**src/hw/rtl/assert_macros.svh**
```systemverilog
// Assertion helpers for the RTL.
`ifndef ASSERT_MACROS_SVH
`define ASSERT_MACROS_SVH

`ifndef NO_ASSERTIONS
`define ASSERT_CLK(label, prop, msg) \
  label: assert property (@(posedge clk) disable iff (rst) prop) else $error(msg);
`define ASSERT_ALWAYS(label, prop, msg) \
  label: assert property (@(posedge clk) prop) else $error(msg);
`else
`define ASSERT_CLK(label, prop, msg)
`define ASSERT_ALWAYS(label, prop, msg)
`endif

`endif

```
**src/hw/rtl/ahpd_pkg.sv**
```systemverilog
`default_nettype none
package ahpd_pkg;

  localparam int STORE_DEPTH_DEF = 16;
  localparam int MIN_PACKET      = 6;
  localparam logic [7:0] START_RESET = 8'd60;
  localparam logic [7:0] STOP_RESET  = 8'd62;
  localparam logic [7:0] CHAR_0 = 8'h30;
  localparam logic [7:0] CHAR_9 = 8'h39;
  localparam logic [7:0] CHAR_UA = 8'h41;
  localparam logic [7:0] CHAR_UF = 8'h46;
  localparam logic [7:0] CHAR_LA = 8'h61;
  localparam logic [7:0] CHAR_LF = 8'h66;
  localparam logic [3:0] HEX_TEN = 4'd10;

  localparam logic CFG_START = 1'b0;
  localparam logic CFG_STOP  = 1'b1;

  typedef enum logic [2:0] {
    ST_OK           = 3'd0,
    ST_OVERFLOW     = 3'd1,
    ST_SHORT        = 3'd2,
    ST_BAD_SIZE     = 3'd3,
    ST_BAD_TYPE     = 3'd4,
    ST_LEN_MISMATCH = 3'd5,
    ST_BAD_HEX      = 3'd6,
    ST_CHECKSUM     = 3'd7
  } status_t;

  typedef struct packed {
    status_t    status;
    logic [3:0] body_len;
    logic [3:0] pkt_type;
  } chk_t;

  function automatic logic is_digit(input logic [7:0] c);
    return (c >= CHAR_0) && (c <= CHAR_9);
  endfunction

  // bit 4 set: not a hex character
  function automatic logic [4:0] hex_value(input logic [7:0] c);
    logic [7:0] d;
    d = 8'd0;
    if (is_digit(c)) begin
      d = c - CHAR_0;
      return {1'b0, d[3:0]};
    end else if (c >= CHAR_UA && c <= CHAR_UF) begin
      d = c - CHAR_UA;
      return {1'b0, d[3:0] + HEX_TEN};
    end else if (c >= CHAR_LA && c <= CHAR_LF) begin
      d = c - CHAR_LA;
      return {1'b0, d[3:0] + HEX_TEN};
    end
    return 5'h10;
  endfunction

endpackage
`default_nettype wire

```
**src/hw/rtl/ahpd_check.sv**
```systemverilog
`default_nettype none
module ahpd_check import ahpd_pkg::*; #(
  parameter int STORE_DEPTH = STORE_DEPTH_DEF
) (
  input  wire logic [$clog2(STORE_DEPTH)-1:0] count,
  input  wire logic [7:0]                     size_c,
  input  wire logic [7:0]                     type_c,
  input  wire logic [7:0]                     prev1,
  input  wire logic [7:0]                     prev2,
  input  wire logic [7:0]                     run,
  output chk_t                                chk
);

  localparam int CNT_W = $clog2(STORE_DEPTH);
  localparam int CMP_W = ((CNT_W > 4) ? CNT_W : 4) + 1;

  logic [CMP_W-1:0] n;
  logic [7:0]       len8;
  logic [7:0]       type8;
  logic [4:0]       hi;
  logic [4:0]       lo;
  logic [7:0]       sum;

  always_comb begin
    // count is the index the stop byte lands on; n is the full packet length
    n     = CMP_W'(count) + CMP_W'(1);
    len8  = size_c - CHAR_0;
    type8 = type_c - CHAR_0;
    hi    = hex_value(prev2);
    lo    = hex_value(prev1);
    // drop the two checksum characters from the running XOR
    sum   = run ^ prev1 ^ prev2;

    chk.body_len = len8[3:0];
    chk.pkt_type = type8[3:0];
    if (n < CMP_W'(MIN_PACKET)) begin
      chk.status = ST_SHORT;
    end else if (!is_digit(size_c)) begin
      chk.status = ST_BAD_SIZE;
    end else if (!is_digit(type_c)) begin
      chk.status = ST_BAD_TYPE;
    end else if (n != CMP_W'(len8[3:0]) + CMP_W'(MIN_PACKET)) begin
      chk.status = ST_LEN_MISMATCH;
    end else if (hi[4] || lo[4]) begin
      chk.status = ST_BAD_HEX;
    end else if (sum != {hi[3:0], lo[3:0]}) begin
      chk.status = ST_CHECKSUM;
    end else begin
      chk.status = ST_OK;
    end
  end

endmodule
`default_nettype wire

```
**src/hw/rtl/ascii_hex_packet_deframer_core.sv**
```systemverilog
// Delimited packet deframer with XOR checksum.
// Input channel: rx_byte with in_valid / in_stall, one word per accepted byte.
// Output channel: status, pkt_type, body_count, body_byte, byte_valid, last
// with out_valid / out_stall, all from one output register.
// Config: cfg_wen writes cfg_data[7:0] to start byte (index 0) or stop byte
// (index 1); write only while idle.
// Bytes are accepted one per cycle while hunting or collecting and the output
// is not stalled. A byte that ends a packet in error, or an accepted packet
// with an empty body, gives its word in the output register in the next cycle.
// An accepted packet with a body is read back from the packet store, one
// memory read (S_READ) then one output load (S_LOAD) per body byte; a load
// waits while the output register is full and stalled. The input is
// stalled during that readback.
// When the output register is full and stalled, the input is stalled too.
// Reset (rst, synchronous) empties the output, restores start '<' and stop
// '>' and starts hunting; the store needs no clearing.
`default_nettype none
`include "assert_macros.svh"
module ascii_hex_packet_deframer_core import ahpd_pkg::*; #(
  parameter int STORE_DEPTH = STORE_DEPTH_DEF
) (
  input  wire logic       clk,
  input  wire logic       rst,
  input  wire logic       cfg_wen,
  input  wire logic       cfg_index,
  input  wire logic [7:0] cfg_data,
  input  wire logic       in_valid,
  output logic            in_stall,
  input  wire logic [7:0] rx_byte,
  output logic            out_valid,
  input  wire logic       out_stall,
  output logic [2:0]      status,
  output logic [3:0]      pkt_type,
  output logic [3:0]      body_count,
  output logic [7:0]      body_byte,
  output logic            byte_valid,
  output logic            last
);

  localparam int CNT_W = $clog2(STORE_DEPTH);

  typedef enum logic [3:0] {
    S_HUNT    = 4'b0001,
    S_COLLECT = 4'b0010,
    S_READ    = 4'b0100,
    S_LOAD    = 4'b1000
  } state_t;

  state_t           state;
  logic [7:0]       start_byte;
  logic [7:0]       stop_byte;
  logic [CNT_W-1:0] count;
  logic [7:0]       size_c;
  logic [7:0]       type_c;
  logic [7:0]       prev1;
  logic [7:0]       prev2;
  logic [7:0]       run;
  logic [3:0]       idx;
  logic [3:0]       blen;
  logic [3:0]       btype;
  logic [7:0]       rd_data;
  logic [7:0]       store [STORE_DEPTH];

  chk_t             chk;
  logic             accept_in;
  logic             out_take;
  logic             out_free;
  logic             out_load;
  logic             store_full;
  logic             wr_en;
  logic             idx_last;
  logic [CNT_W-1:0] rd_addr;

  ahpd_check #(.STORE_DEPTH(STORE_DEPTH)) u_check (
    .count  (count),
    .size_c (size_c),
    .type_c (type_c),
    .prev1  (prev1),
    .prev2  (prev2),
    .run    (run),
    .chk    (chk)
  );

  assign in_stall   = ((state != S_HUNT) && (state != S_COLLECT)) || (out_valid && out_stall);
  assign accept_in  = in_valid && !in_stall;
  assign out_take   = out_valid && !out_stall;
  assign out_free   = !out_valid || !out_stall;
  assign store_full = (count == CNT_W'(STORE_DEPTH - 1));
  assign wr_en      = accept_in && (state == S_COLLECT) && !store_full;
  assign idx_last   = (idx == blen - 4'd1);
  assign rd_addr    = CNT_W'(3) + CNT_W'(idx);
  // a new word enters the output register this cycle
  assign out_load   = ((state == S_COLLECT) && accept_in &&
                       (store_full || ((rx_byte == stop_byte) &&
                        ((chk.status != ST_OK) || (chk.body_len == 4'd0))))) ||
                      ((state == S_LOAD) && out_free);

  always_ff @(posedge clk) begin
    if (wr_en) begin
      store[count] <= rx_byte;
    end
  end

  always_ff @(posedge clk) begin
    if (state == S_READ) begin
      rd_data <= store[rd_addr];
    end
  end

  always_ff @(posedge clk) begin
    if (rst) begin
      start_byte <= START_RESET;
      stop_byte  <= STOP_RESET;
    end else if (cfg_wen) begin
      case (cfg_index)
        CFG_START: start_byte <= cfg_data;
        CFG_STOP:  stop_byte  <= cfg_data;
        default:   start_byte <= start_byte;
      endcase
    end
  end

  // start byte clears checksum; stored bytes shift history and XOR into it
  always_ff @(posedge clk) begin
    if (accept_in && (state == S_HUNT) && (rx_byte == start_byte)) begin
      run <= 8'd0;
    end else if (wr_en) begin
      prev2 <= prev1;
      prev1 <= rx_byte;
      run   <= run ^ rx_byte;
      if (count == CNT_W'(1)) begin
        size_c <= rx_byte;
      end
      if (count == CNT_W'(2)) begin
        type_c <= rx_byte;
      end
    end
  end

  always_ff @(posedge clk) begin
    if (rst) begin
      state     <= S_HUNT;
      count     <= '0;
      idx       <= 4'd0;
      out_valid <= 1'b0;
    end else begin
      if (out_load) begin
        out_valid <= 1'b1;
      end else if (out_take) begin
        out_valid <= 1'b0;
      end
      case (state)
        S_HUNT: begin
          if (accept_in && (rx_byte == start_byte)) begin
            count <= CNT_W'(1);
            state <= S_COLLECT;
          end
        end
        S_COLLECT: begin
          if (accept_in) begin
            if (store_full) begin
              // drop the byte, report overflow
              state       <= S_HUNT;
              status      <= ST_OVERFLOW;
              pkt_type    <= 4'd0;
              body_count  <= 4'd0;
              body_byte   <= 8'd0;
              byte_valid  <= 1'b0;
              last        <= 1'b1;
            end else begin
              count <= count + CNT_W'(1);
              if (rx_byte == stop_byte) begin
                state <= S_HUNT;
                if (chk.status != ST_OK) begin
                  status      <= chk.status;
                  pkt_type    <= 4'd0;
                  body_count  <= 4'd0;
                  body_byte   <= 8'd0;
                  byte_valid  <= 1'b0;
                  last        <= 1'b1;
                end else if (chk.body_len == 4'd0) begin
                  status      <= ST_OK;
                  pkt_type    <= chk.pkt_type;
                  body_count  <= 4'd0;
                  body_byte   <= 8'd0;
                  byte_valid  <= 1'b0;
                  last        <= 1'b1;
                end else begin
                  state <= S_READ;
                  idx   <= 4'd0;
                  blen  <= chk.body_len;
                  btype <= chk.pkt_type;
                end
              end
            end
          end
        end
        S_READ: begin
          state <= S_LOAD;
        end
        S_LOAD: begin
          // hold the read word until the output register frees up
          if (out_free) begin
            status      <= ST_OK;
            pkt_type    <= btype;
            body_count  <= blen;
            body_byte   <= rd_data;
            byte_valid  <= 1'b1;
            last        <= idx_last;
            idx         <= idx + 4'd1;
            state       <= idx_last ? S_HUNT : S_READ;
          end
        end
        default: begin
          state <= S_HUNT;
        end
      endcase
    end
  end

  `ASSERT_CLK(a_status_word_last, out_valid && !byte_valid |-> last, "status word without last")
  `ASSERT_CLK(a_body_word_ok,
              out_valid && byte_valid |-> (status == ST_OK) && (body_count != 4'd0),
              "body word with bad status")
  `ASSERT_CLK(a_stop_ends_collect,
              accept_in && (state == S_COLLECT) && (rx_byte == stop_byte) |=> (state != S_COLLECT),
              "stop byte did not end packet")
  `ASSERT_CLK(a_load_fills_output, (state == S_LOAD) && !out_valid |=> out_valid, "body word not loaded")
  `ASSERT_ALWAYS(a_reset_empty, rst |=> !out_valid && (state == S_HUNT), "reset left block busy")

endmodule
`default_nettype wire
```
**config.mk**
```make
export PLATFORM = sky130hd
export DESIGN_NAME = ascii_hex_packet_deframer_core
export DESIGN_NICKNAME = d
export VERILOG_FILES = /design/src/hw/rtl/ahpd_pkg.sv /design/src/hw/rtl/ahpd_check.sv /design/src/hw/rtl/ascii_hex_packet_deframer_core.sv
export VERILOG_INCLUDE_DIRS = /design/src /design/src/hw/rtl
export SDC_FILE = /design/constraint.sdc
export NUM_CORES = 1
export LEC_CHECK = 0
export ABC_AREA = 1
export BUFFER_PORTS_ARGS = -buffer_cell sky130_fd_sc_hd__buf_2
export CORE_MARGIN = 3
export CORE_UTILIZATION = 55
export CTS_CLUSTER_SIZE = 10
export DETAILED_ROUTE_END_ITERATION = 16
export PLACE_DENSITY = 0.72
export SLEW_MARGIN = 40
export SYNTH_ARGS = -nofsm -noshare
export SYNTH_HDL_FRONTEND = slang
export SYNTH_SLANG_ARGS = --single-unit
```
**constraint.sdc**
```tcl
create_clock -name clk -period 3.1 [get_ports clk]
set_input_delay 0.31 -clock clk [delete_from_list [all_inputs] [get_ports clk]]
set_output_delay 0.31 -clock clk [all_outputs]
set_load 0.005 [all_outputs]
```
==> flow_results.org, run 1 <==
** Cells and area
- Once layout is complete, the cells apart from fillers number 1288.
- Of the cells placed in the final design, the portion with a size suffix greater than 1 is 0.152.
- Relative to the synthesized area, the layout overhead comes to 15.0%.
- The net count of the finished layout is 1075.
- After filler insertion, the fill cell instance count of the layout stands at 1371.
- Footprint of the multi-input gates :: 0.00333 mm²
- Count of inserted antenna diode cells :: 0
- Across the whole layout, storage elements account for 0.00666 mm².

** Run
- Number of max-cap violations :: 0

** Route
- In the routed design, unresolved DRC markers number 0.
- Dividing the detail-routed wire length by the instance count gives 17.1 µm.
- The count of nets left with antenna violations once routing finished came out at 0.
- For this block, the initial DRC count from the detailed router was 652.
- Pre-antenna DRT Iters :: 6
- Post-Route WL :: 22.1 mm
- Across all layers, the routed design uses 7151 vias.
- Using the TritonRoute via totals, the vias-per-cell ratio works out to 5.55.

** Timing
- Post-route setup slack :: 0.257 ns
- Slew Limit Headroom :: 0.503
- In the finished design, the share of the clock period the worst path needs comes to 0.917.
- The number of endpoints with negative hold slack in the final report came to 0.
- The final count of pins violating max slew came to 0.
- Setup repair after global routing left no endpoint under its margin.
- Minimum clock period after layout :: 2.84 ns
- Count of final setup violators :: 0
- For the final routed database, the setup TNS stands at 0 ns.
- Clock skew on the completed layout was measured at 0.0132 ns.
- Actual transition at the worst max-transition pin :: 0.745 ns
- On the final layout, the worst hold slack is 0.00874 ns.
- Static timing analysis puts the maximum clock frequency at 352 MHz.

** Status
- The flow ran to the end, and the final reports show no timing, DRC or antenna violations.

** Power
- Power spent charging and discharging nets :: 1.53 mW
- Sw Ratio :: 0.224
- Cell internal power was estimated by the tool at 5.31 mW.
- IR analysis of the VDD net gives a maximum drop of 0.456 mV.
- In this run the static leakage power is 4.55 nW.
- The share of total power dissipated in the clock network is 0.407.
- Sequential fraction of design power :: 0.513
- In this run the power density over the cells is 574 mW/mm².
- Power Total :: 6.85 mW
- Combinational power share :: 0.080

** Setup path
- Depth of the most critical reg-to-reg path :: 19
- In this run the critical register-to-register path is captured at btype[3].
- At the worst endpoint, the required time is 3.32 ns.
- Cell at the slowest stage of the critical path :: edfxtp_1
- Cell family contributing the most delay on the critical path :: simple AND/OR/NAND/NOR gates
- Arrival time reported for the critical path endpoint :: 3.07 ns
- Count of buffer and inverter cells on the critical path :: 4
- Walking the worst path, the cells encountered are inv_2 > ha_1 > inv_1 > nor2_4 > nor2_1 > nand2_2 > nand2_4 > o21ai_1 > nand2_1 > nand2_1 > nand2_1 > nand2_1 > nor2_1 > nand3_2 > buf_4 > nor2_2 > nand4_2 > nor4_2 > buf_4.
- The critical path is of the flop to flop type.
- In this run the worst path has a maximum fanout of 8.
- Largest stage delay on the critical path :: 0.42 ns
- STA classifies the critical path endpoint as a flop.
- In this run the register-to-register setup slack is 0.26 ns.
- Kind of start point of the critical path :: flop
- Beginning of the worst register-to-register path :: prev1[0]
- Cell seen most often among critical-path stages :: nand2_1

** Yosys
- Syn. warnings :: 0
- Yosys top cell by area :: edfxtp_1
- Most instantiated flip-flop cell in the synthesis netlist :: edfxtp_1
- Post-synthesis async set-or-reset flop share :: 0
- Most used standard cells in the synthesized netlist :: 197 x edfxtp_1, 158 x nor2_1, 128 x nand2_1
- Avg Inst Size Synth :: 11.0 µm²
- Area share of the leading cell type in the synthesized netlist :: 0.570
- edfxtp_1 is the most common cell in the netlist.
- Number of enable flip-flop cells after synthesis :: 197
- By area the synthesized netlist is led by edfxtp_1 57%, dfxtp_1 7.1%, nor2_1 5.7%.
- For this run, the register share of the synthesized area comes to 0.642.
- Synthesized cell area :: 0.0104 mm²
- Cell variety after synth :: 48
- The cell count after synthesis came out at 943.
- Synthesis-stage register bit count :: 234

** Min path
- Min-Delay Startpoint :: cfg_data[3]
- Hold Path Class :: input port to flop
- The worst hold path was traced through 3 stages.
- The path with the worst hold slack has its endpoint at stop_byte[3].

** Clock tree
- H-tree levels :: 1
- CTS max path bufs :: 3
- Root cell of the clock tree :: clkbuf_16
- CTS Buf Count :: 27
- Clock-pin slew reported for the worst setup and hold paths after clock tree synthesis :: 0.05 ns
- Clock net sink count :: 234
- CTS tree :: yes
- Skew-Pair Late Insertion Delay :: 0.52 ns
- CTS Hold Bufs :: 0

** Die
- The initial utilization of the core area, before any placement, comes to 0.568.
- The floorplan step defined a die boundary enclosing 0.0205 mm².
- For this design the top-level I/O count stands at 45.
- CORE AREA :: 0.0183 mm²
- Row generation in the floorplan step produced 49 rows.
- Measured along the y axis, the die boundary spans 143 µm.
- In this run the horizontal extent of the chip is 143 µm.

** GRT
- Met3 usage :: 0.0389
- The first global-routing pass estimated 34.6 mm of wire.
- Largest net degree at the start of global routing :: 67
- In the global route stage, overall resource usage came out at 0.215.
- Vias in the first global route :: 6628
- In the global route stage, met1 resource usage came out at 0.301.
- M2 GR Usage :: 0.345
- The initial antenna violation count was 1.
- Leftover overflow at the end of global routing :: 0
- In this run the most used layer during global routing was met2.

** Placed design
- Dpl cells :: 1231
- Buffers placed on the I/O ports in this run total 44.
- Before CTS, the worst setup slack after placement is 0.147 ns.
- The congestion estimate from routability-driven global placement came to 0.890.
- Total half-perimeter wirelength after legalization and detailed placement :: 14.5 mm
==> stage by stage <==
step / utilization / cell area, µm²
final: 0.653 / 11900
after global routing: 0.653 / 11900
after CTS: 0.649 / 11900
after detailed placement: 0.606 / 11100
after global placement: 0.606 / 11100
after floorplan: - / 10400
==> layer usage <==
layer,vias up,routed length [µm]
met3,43,1380
met1,3364,9800
met4,2,718
met2,260,10200
met5,-,13
li1,3482,-
==> final cells by class <==
cell class / count / share of cell area
clock buffer: 49 / 0.0644
clock inverter: 1 / 0.000734
inverter: 80 / 0.0252
multi-input combinational: 604 / 0.279
sequential: 234 / 0.558
tap: 229 / 0.0240
timing repair buffer: 91 / 0.0483
==> power by group through the flow <==
| stage | Sequential (mW) | Clock, mW | Combinational [mW] |
|---|---|---|---|
| after floorplan | 3.57 | 0 | 0.339 |
| after global placement | 3.57 | 0 | 0.536 |
| after detailed placement | 3.57 | 0 | 0.540 |
| after CTS | 3.51 | 2.82 | 0.543 |
| after global routing | 3.52 | 2.93 | 0.616 |
| final | 3.51 | 2.79 | 0.549 |
==> sequential cells by signal (all words and copies together) (netlist names), 3 cells and up <==
signal and count:
store 128, body_byte 8, prev1 8, prev2 8
rd_data 8, run 8, size_c 8, start_byte 8
stop_byte 8, type_c 8, blen 4, body_count 4
btype 4, count 4, idx 4, pkt_type 4
state 4, status 3
==> worst max-delay path by stage <==
stage,start,endpoint,depth (start not counted)
final,prev1[0],btype[3],19
after global routing,prev1[0],body_byte[6],21
after CTS,prev1[0],body_byte[6],21
after detailed placement,prev1[0],body_byte[6],21
after global placement,prev1[0],body_byte[6],21
after floorplan,prev1[0],blen[0],16
==> cell families after synthesis <==
kind of cell / share of synthesized area
buf+inv: 0.0415
mux: 0.00869
flops: 0.642
fa+ha+maj: 0.0181
other cells: 0.000362
simple gates: 0.170
compound gates: 0.0854
xor+xnor: 0.0338
==> layout by cell type (no fill, tap or decap), types with 3 or more instances in the layout <==
cell / instances
edfxtp_1: 197
nor2_1: 157
nand2_1: 127
inv_1: 73
o21ai_0: 63
buf_4: 46
buf_2: 44
nand3_1: 39
dfxtp_1: 36
clkbuf_16: 27
xor2_1: 25
a21oi_1: 24
o32ai_1: 23
clkbuf_1: 21
xnor2_1: 15
ha_1: 15
nor3_1: 11
nand4_1: 10
mux2i_1: 9
o221ai_1: 9
o211ai_1: 8
conb_1: 8
nor2_2: 7
nor4_1: 6
nand2_2: 5
inv_2: 4
nand3_2: 4
o31ai_1: 4
and3_1: 4
clkinv_1: 3
nand2_4: 3
or2_2: 3
==> tightest hold or removal path: cells and delay by family <==
family        cells  cell delay, ns
buf+inv           1            0.09
simple gates      2            0.10
==> what timing repair did <==
action | 4_1_cts | 5_1_grt
setup buffers | 0 | 7
endpoints found under the hold margin | 0 | 0
endpoints found under the setup margin | 0 | 29
gates resized for setup | 0 | 6
Note: power is estimated with default switching activity, not from simulation.
==> run 2: changes to the inputs <==
Settings changed: CORE_UTILIZATION 55 to 45, PLACE_DENSITY 0.72 to 0.61.
==> flow_results.org, run 2 (synthesis results as in run 1) <==
** Die
- The floorplan row count is 54 (+10%).
- The number of primary I/O pins came to 45 (unchanged).
- CORE AREA :: 0.0222 mm² (+22%)
- The area enclosed by the die boundary came to 0.0249 mm² (+21%).
- Die width :: 158 µm (+10%)
- The initial core utilization is 0.467 (-0.101).
- The die extent in y came to 158 µm (+10%).

** GRT
- The largest net degree at the start of global routing came to 67 (unchanged).
- The overall overflow remaining after global route is 0 (unchanged).
- The number of global-route vias before repair was 6637 (+0.14%).
- The initial antenna violation count was 0 (-1).
- Global-route usage over all layers :: 0.188 (-0.0273)
- Wire length of the first global-routing pass :: 36.5 mm (+5.6%)

** Timing
- Final hold slack :: 0.0259 ns (+0.0172 ns)
- Slew Limit Headroom :: 0.507 (+0.00397)
- Slew Viols, Final :: 0 (unchanged)
- The highest clock rate came to 353 MHz (+0.40%).
- The actual transition at the worst max-transition pin is 0.740 ns (-0.00514 ns).
- The minimum clock period after layout came to 2.83 ns (-0.0113 ns).
- The final critical-path share of the clock period is 0.913 (-0.00366).
- The maximum clock skew at final layout came to 0.0103 ns (-0.00298 ns).
- The total of endpoints with negative setup slack in the final report came to 0 (unchanged).
- The worst setup slack after layout is 0.269 ns (+0.0113 ns).
- The number of endpoints with negative hold slack in the final report is 0 (unchanged).

** Placed design
- The placed standard-cell area was 0.0112 mm² (+0.96%).
- The count of buffers from port buffering was 44 (unchanged).
- Global placer's final weighted congestion :: 0.842 (-5.4%)
- The detailed-placement wirelength estimate came to 15.4 mm (+6.2%).
- The setup slack after placement was 0.266 ns (+0.119 ns).

** Clock tree
- Number of gates given a new drive strength after cts :: 0 (unchanged)
- CTS max path bufs :: 3 (unchanged)
- Root cell of the clock tree :: clkbuf_16
- The H-tree depth is 1 (unchanged).
- The TritonCTS buffer count is 27 (unchanged).
- CTS Hold Bufs :: 0 (unchanged)
- CTS tree :: yes
- Number of setup buffers added after CTS :: 0 (unchanged)
- The sink count of the clock tree came to 234 (unchanged).
- The source-to-sink clock delay at the later pin of the worst-skew pair came to 0.52 ns (about the same).
- Clock-pin slew reported for the worst setup and hold paths after clock tree synthesis :: 0.06 ns (about the same)

** Route
- The via density per instance is 5.26 (-5.3%).
- Remaining number of nets flagged by the antenna check after routing :: 0 (unchanged)
- Post-Route WL :: 23.1 mm (+4.5%)
- The DRC violations left was 0 (unchanged).
- The routed via count was 7006 (-2.0%).
- The first-pass iteration count of the detailed router came to 5 (-1).
- The routed wirelength normalized by instance count is 17.3 µm (+0.97%).
- Initial drt markers :: 486 (-25%)

** Setup path
- Beginning of the worst register-to-register path :: prev2[0]
- Depth of the most critical reg-to-reg path :: 19 (unchanged)
- The slowest stage of the critical path belongs to the cell edfxtp_1.
- Kind of start point of the critical path :: flop
- The signal arrival time at the worst endpoint was 3.08 ns (about the same).
- The maximum fanout count along the critical path was 21 (+13).
- Kind of critical path :: flop to flop
- Data required time of the critical path :: 3.35 ns (+0.03 ns)
- Critical path, cell by cell :: inv_1 > ha_1 > o21ai_2 > nand2_2 > nand2_4 > nand2_1 > nand3_1 > nand2_1 > nand2_1 > nand2_1 > nor2_2 > nand3_2 > nor3_4 > nand2_2 > nor2_2 > nand2_1 > nand4_1 > inv_1 > buf_4
- Critical Path Start :: prev2[0]
- Largest stage delay on the critical path :: 0.48 ns (+0.06 ns)
- Cell seen most often among critical-path stages :: nand2_1
- The number of buffers and inverters on the critical path came to 3 (-1).
- Critical Path Sink Type :: flop
- Endpoint of the most critical register-to-register path :: body_byte[2]
- Cell family contributing the most delay on the critical path :: simple AND/OR/NAND/NOR gates
- The setup slack of the worst register-to-register path is 0.27 ns (about the same).

** Cells and area
- The fraction of final layout cells sized beyond drive strength 1 was 0.145 (-0.00673).
- The area of all placed cells without fillers came to 0.0119 mm² (about the same).
- store holds more flip-flops than any other register.
- Most common cell after layout, fill and taps aside :: edfxtp_1
- Flip-flop count of the largest register after layout :: 128 (unchanged)
- Layout net count :: 1072 (-0.28%)
- Filler cell count in the final layout :: 1940 (+42%)
- The final design utilization came to 0.537 (-0.116).
- Leading cell types in the layout, fill and taps excluded :: 197 x edfxtp_1, 157 x nor2_1, 128 x nand2_1
- Count of inserted antenna diode cells :: 0 (unchanged)
- Area grow syn2layout :: 15.1% (about the same)

** Power
- Power Total :: 6.81 mW (-0.56%)
- The leakage power came to 4.52 nW (-0.57%).
- The total power per unit cell area is 570 mW/mm² (-0.65%).
- Maximum vdd ir drop :: 0.317 mV (-31%)

** Run
- Number of max-cap violations :: 0 (unchanged)

** Status
- Status :: complete, no violations

** Min path
- The worst hold path terminates at stop_byte[5].
- Number of cells on the worst hold path :: 3 (unchanged)
- In this run the worst hold path is classified as input port to flop.
- Min-Delay Startpoint :: cfg_data[5]
run 2: cell type report:
cell class | count | area, µm² | area share
Clock inverter | 1 | 3.75 | 0.000314
Multi-Input combinational cell | 604 | 3320 | 0.278
Timing Repair Buffer | 88 | 563 | 0.0471
Inverter | 80 | 300 | 0.0251
Tap cell | 280 | 350 | 0.0293
Sequential cell | 234 | 6660 | 0.558
Clock buffer | 46 | 747 | 0.0626
run 2: worst min-delay path, cell delays in order:
cell	delay, ns
buf_2	0.10
nand2_1	0.05
nand3_1	0.05
run 2: power breakdown:
part,switching (mW),leakage (nW),total [mW],internal [mW]
Clock,1.13,0.357,2.74,1.61
Combinational,0.359,2.05,0.556,0.197
Sequential,0.0456,2.11,3.51,3.47
run 2: how the worst max path moves through the flow:
| stage | endpoint | cells after the start |
|---|---|---|
| finish | body_byte[2] | 19 |
| global route | btype[3] | 17 |
| CTS | body_byte[2] | 19 |
| detailed placement | body_byte[5] | 19 |
| global placement | body_byte[5] | 18 |
| floorplan | blen[0] | 16 |
run 2: metrics by stage:
| stage | setup TNS (ns) | instances |
|---|---|---|
| final | 0 | 1333 |
| after global routing | -0.00237 | 1333 |
| after CTS | 0 | 1333 |
| after detailed placement | 0 | 1286 |
| after global placement | 0 | 1286 |
| after floorplan | 0 | 950 |
run 2: metal layers:
metal	vias to the layer above	GRT usage	wire, µm	part of all wire
li1	3478	-	-	-
met4	0	0.0479	554	0.024
met2	156	0.297	10600	0.46
met1	3334	0.276	11000	0.48
met5	-	0	0	0
met3	38	0.0252	955	0.041
